==> config.mk <==
export PLATFORM = sky130hd
export DESIGN_NAME = bir_divider
export DESIGN_NICKNAME = d
export VERILOG_FILES = /design/src/rtl/bir_divider.sv
export SDC_FILE = /design/constraint.sdc
export NUM_CORES = 1
export LEC_CHECK = 0
export BUFFER_PORTS_ARGS = -buffer_cell sky130_fd_sc_hd__buf_2
export CELL_PAD_IN_SITES_DETAIL_PLACEMENT = 2
export CELL_PAD_IN_SITES_GLOBAL_PLACEMENT = 2
export CORE_ASPECT_RATIO = 0.5
export CORE_UTILIZATION = 35
export DETAILED_ROUTE_END_ITERATION = 10
export GPL_ROUTABILITY_DRIVEN = 0
export GPL_TIMING_DRIVEN = 0
export PLACE_DENSITY = 0.88
export SLEW_MARGIN = 20
export SYNTH_ARGS = -nofsm -noshare
export SYNTH_HDL_FRONTEND = slang
export SYNTH_SLANG_ARGS = --single-unit
export TNS_END_PERCENT = 30
==> constraint.sdc <==
create_clock -name clock -period 3.2 [get_ports clock]
set_input_delay 0.64 -clock clock [delete_from_list [all_inputs] [get_ports clock]]
set_output_delay 0.64 -clock clock [all_outputs]
set_load 0.01 [all_outputs]
==> src/rtl/bir_divider.sv <==
// Restoring divider producing one quotient bit per cycle, used for the scales.
// Depends on nothing beyond its parameters.
`timescale 1ns / 1ps
`default_nettype none
module bir_divider #(
   parameter int NUM_BITS = 28,
   parameter int DEN_BITS = 14
) (
   input  wire logic                clock,
   input  wire logic                reset,
   input  wire logic                start,
   input  wire logic [NUM_BITS-1:0] numerator,
   input  wire logic [DEN_BITS-1:0] denominator,
   output logic                     done,
   output logic      [NUM_BITS-1:0] quotient
);
   localparam int CNT_BITS = $clog2(NUM_BITS + 1);

   logic [NUM_BITS-1:0] quo_ff, quo_in;
   logic [DEN_BITS:0]   rem_ff, rem_in;
   logic [DEN_BITS-1:0] den_ff, den_in;
   logic [CNT_BITS-1:0] cnt_ff, cnt_in;
   logic                busy_ff, busy_in;
   logic [DEN_BITS+1:0] trial;
   logic [NUM_BITS-1:0] quo_step;

   // One shift-subtract step per cycle.
   always_comb begin
      quo_in   = quo_ff;
      rem_in   = rem_ff;
      den_in   = den_ff;
      cnt_in   = cnt_ff;
      busy_in  = busy_ff;
      trial    = {rem_ff, quo_ff[NUM_BITS-1]} - {2'b00, den_ff};
      quo_step = {quo_ff[NUM_BITS-2:0], ~trial[DEN_BITS+1]};
      if (start) begin
         quo_in  = numerator;
         rem_in  = '0;
         den_in  = denominator;
         cnt_in  = CNT_BITS'(NUM_BITS);
         busy_in = 1'b1;
      end else if (busy_ff) begin
         if (!trial[DEN_BITS+1]) begin
            rem_in = trial[DEN_BITS:0];
         end else begin
            rem_in = {rem_ff[DEN_BITS-1:0], quo_ff[NUM_BITS-1]};
         end
         quo_in  = quo_step;
         cnt_in  = cnt_ff - 1'b1;
         busy_in = (cnt_ff != CNT_BITS'(1));
      end
   end

   always_ff @(posedge clock) begin
      if (reset) begin
         busy_ff <= 1'b0;
         cnt_ff  <= '0;
      end else begin
         busy_ff <= busy_in;
         cnt_ff  <= cnt_in;
      end
      quo_ff <= quo_in;
      rem_ff <= rem_in;
      den_ff <= den_in;
   end

   // The final step's quotient is valid while done is high, even if a new
   // division starts at the same edge.
   assign done     = busy_ff && (cnt_ff == CNT_BITS'(1));
   assign quotient = quo_step;
endmodule : bir_divider
`default_nettype wire

==> results by stage <==
Status:
- The flow ran to the end, and the final reports show no timing, DRC or antenna violations.

Synth:
- For this run, the leading register cell type out of synthesis is edfxtp_1.
- By count the netlist is led by edfxtp_1 (42), buf_4 (27), mux2_2 (27).
- The dominant cell type by area after synthesis is edfxtp_1.
- The synthesized design contains 63 register bits.
- The share of synthesized flip-flops with an asynchronous set or reset is 0%.
- The area share of the largest cell type after synthesis is 35.2%.
- Synthesis produced a netlist with a net count of 379.
- The synthesis warning total is 0.
- edfxtp_1 is the most common cell in the netlist.
- The mean area per synthesized cell is roughly 11 um^2.
- Ranked by total cell area, the synthesized netlist is headed by edfxtp_1 (35%), dfxtp_1 (12%), mux2_2 (8.5%).
- The number of synthesized flops with an enable pin is 42.
- The number of unique standard cell types used by synthesis is 55.
- The sequential-to-total area share from yosys stat is 46.9%.
- Summing every instance area after synthesis gives around 0.0036 mm^2.
- Synthesis handed over a netlist of 317 instances.

Worst setup path:
- The slowest stage of the critical path is the or4_4 cell.
- The data arrival at the endpoint of the critical path is 2.50 ns.
- Traced cell by cell, the critical path runs through ha_1 -> a21oi_1 -> o21ai_2 -> or4_4 -> o211ai_4 -> nor2_4 -> buf_6.
- The type of the setup path with the least slack is flip-flop to output port.
- The worst path buffer plus inverter count is 1.
- The category of the worst setup path capture point is an output port.
- The startpoint type of the worst setup path is a flip-flop.
- The worst path required time is roughly 2.6 ns.
- The largest single stage delay on the critical path is 0.54 ns.
- The cell family contributing the most delay on the critical path is simple AND/OR/NAND/NOR gates.
- Of all nets on the critical path, the largest fanout is 7.

Routing:
- The overall routed net length is 11000 um.
- The total via count after detailed routing is 2829.
- The ratio of routed vias to standard cells is 5.13.
- The total DRC errors in the routed layout is 0.
- The detailed-route wire length per cell is between 15 and 20 um.
- The count of nets left with antenna violations once routing finished came out at 0.
- The detailed router's first-iteration violation count is ~110.
- The first TritonRoute pass finished after 4 iterations.

Layout:
- The multi-input combinational cells in the finished layout cover a total of 0.00162 mm^2.
- The area taken by flip-flops and latches is 0.00169 mm^2.
- The share of post-route cells with drive strength above 1 is 42.4%.
- The final core utilization is between 40 and 50%.
- The number of fill cells in the layout is between 900 and 1000.
- Compared with the post-synthesis result, the final layout area differs by 28.1%.
- The final layout net count is 474.
- The repair_antennas step left the layout with diodes totalling 0.

Power and ir drop:
- The worst-case IR drop observed on VDD is 0.274 mV.
- Power spread over the standard cell area amounts to 587 mW/mm^2.
- For this design the static power due to leakage is slightly below 2 nW.
- The overall power consumption is 0.00270 W.

Global route:
- The layer flagged by global routing as most heavily used is met2.
- The met1 track utilization from global routing is 24.5%.
- The global-route congestion overflow total is 0.
- The via count of the first global-routing pass is 3006.
- Entering global routing, the biggest net connects 29 pins.
- For this run, the total global-route usage over all layers was measured as 21.3%.
- The first-pass GRT wire length is roughly 17000 um.
- Global routing used 38.4% of the available met2 tracks.
- The met3 routing resource usage after global routing is 4.66%.
- The number of antenna violations at the first check in global routing is 0.

Die:
- The I/O pin total is 74.
- The floorplan step defined a die boundary enclosing 0.0107 mm^2.
- The height of the die is 73.6 um.
- The initial cell density of the core is 37.0%.
- The count of standard-cell rows is 25.
- The region available for standard cell placement spans 0.00970 mm^2.
- The width of the die is 145 um.

STA:
- Setup violations remaining at the end of the flow were counted as 0.
- The portion of the clock cycle consumed by the worst path in the final layout is between 90% and 100%.
- The final worst clock skew is 0.0115 ns.
- The worst-case hold slack is 0.475 ns.
- The max-slew violation count came to 0.
- The achievable clock frequency is about 320 MHz.
- The final-report hold violation count came to 0.
- The relative slew slack is 32.0%.
- The worst path in the final design needs a cycle of roughly 3.1 ns, including I/O delays and setup.
- For the pin with the worst max-slew slack, the measured transition is 1.01 ns.

Clock tree:
- Counting along the longest clock path gives a buffer depth of 2.
- TritonCTS built the clock tree.
- The total number of clock tree sinks is 63.
- CTS placed an instance of clkbuf_16 at the clock tree root.
- The number of hold buffers added after CTS is 0.
- The clock insertion delay at the later pin of the skew report is 0.34 ns.
- The number of buffers created by CTS is 9.
- The clock transition at the registers of the reported paths is 0.06 ns.
- In this run the number of H-tree levels came out at 3.

Placement:
- Input and output buffers added on the ports amount to 73.
- The wire-length estimate of the detail-placed layout is 6670 um.

Min path:
- The worst min-delay path class is input pin to flip-flop.

Job:
- The number of maximum-capacitance violations is 0.
==> report_power, final <==
group	switching (W)	internal (W)	total, W
Combinational	0.000272	0.000258	0.000530
Sequential	0.0000468	0.000952	0.000999
Clock	0.000403	0.000764	0.00117
Total	0.000721	0.00197	0.00270
==> flip-flops by register name (all words and copies together), names as in the netlist <==
register	cells
busy_ff	1
cnt_ff	5
den_ff	14
quo_ff	28
rem_ff	15
==> logic make-up (layout without fill, tap and decap cells) <==
logic type / Yosys count / after routing / share of synthesized area [%]
AO/OA/AOI/OAI: 60 / 60 / 12.8
AND/OR/NAND/NOR: 67 / 67 / 9.67
XOR/XNOR: 16 / 16 / 3.91
flip-flops: 63 / 63 / 46.9
multiplexers: 37 / 37 / 11.3
adder cells (fa/ha/maj): 17 / 17 / 6.14
buffers and inverters: 57 / 157 / 9.25
==> per-layer routing <==
metal  share of wire [%]  vias up  routed length, um
li1                    -     1318                  -
met1                  43     1398               4710
met2                  51       87               5610
met3                 3.5       26                388
met4                 2.6        0                287
met5                   0        -                  0
==> layout by cell type, fill, tap and decap left out, types with 9 or more instances in the layout <==
master,instances
a21oi_1,12
buf_2,72
buf_4,40
clkbuf_16,9
dfxtp_1,18
edfxtp_1,42
ha_1,13
inv_1,16
mux2_2,27
mux2i_1,10
nand2_1,10
nand2b_1,9
nor2_1,23
xnor2_1,12
==> metrics by stage <==
stage                     area [um^2]  setup WS, ns  cells  setup TNS, ns
after detailed placement         4120       0.00814    525              0
after CTS                        4550       0.00255    546              0
after floorplan                  3580         0.369    317              0
after global placement           4120        0.0246    525              0
final                            4590        0.0635    552              0
after global routing             4590      -0.00516    552        -0.0836
==> what timing repair did <==
item | 4_1_cts | 5_1_grt
pin swaps | 6 | 8
cloned | 0 | 0
resized for setup | 9 | 3
setup endpoints to repair | 1 | 1
setup buffers | 5 | 8
==> cell type report <==
class,instances,area share (%)
flip-flops and latches,63,36.7
repair buffers,86,10.2
plain buffers,36,5.15
well taps,135,3.68
clock buffers,9,4.90
clock inverters,7,2.62
inverters,19,1.55
multi-input cells,197,35.2
==> final timing paths <==
check	start	endpoint	slack, ns	cells after the start
worst min register to register	rem_ff[12]	rem_ff[12]	0.50	2
worst max register to register	rem_ff[9]	rem_ff[3]	0.24	10
worst max-delay path	rem_ff[9]	quotient[0]	0.06	7
worst min-delay path	denominator[6]	den_ff[6]	0.48	1
Power figures use the tool's default switching activity.
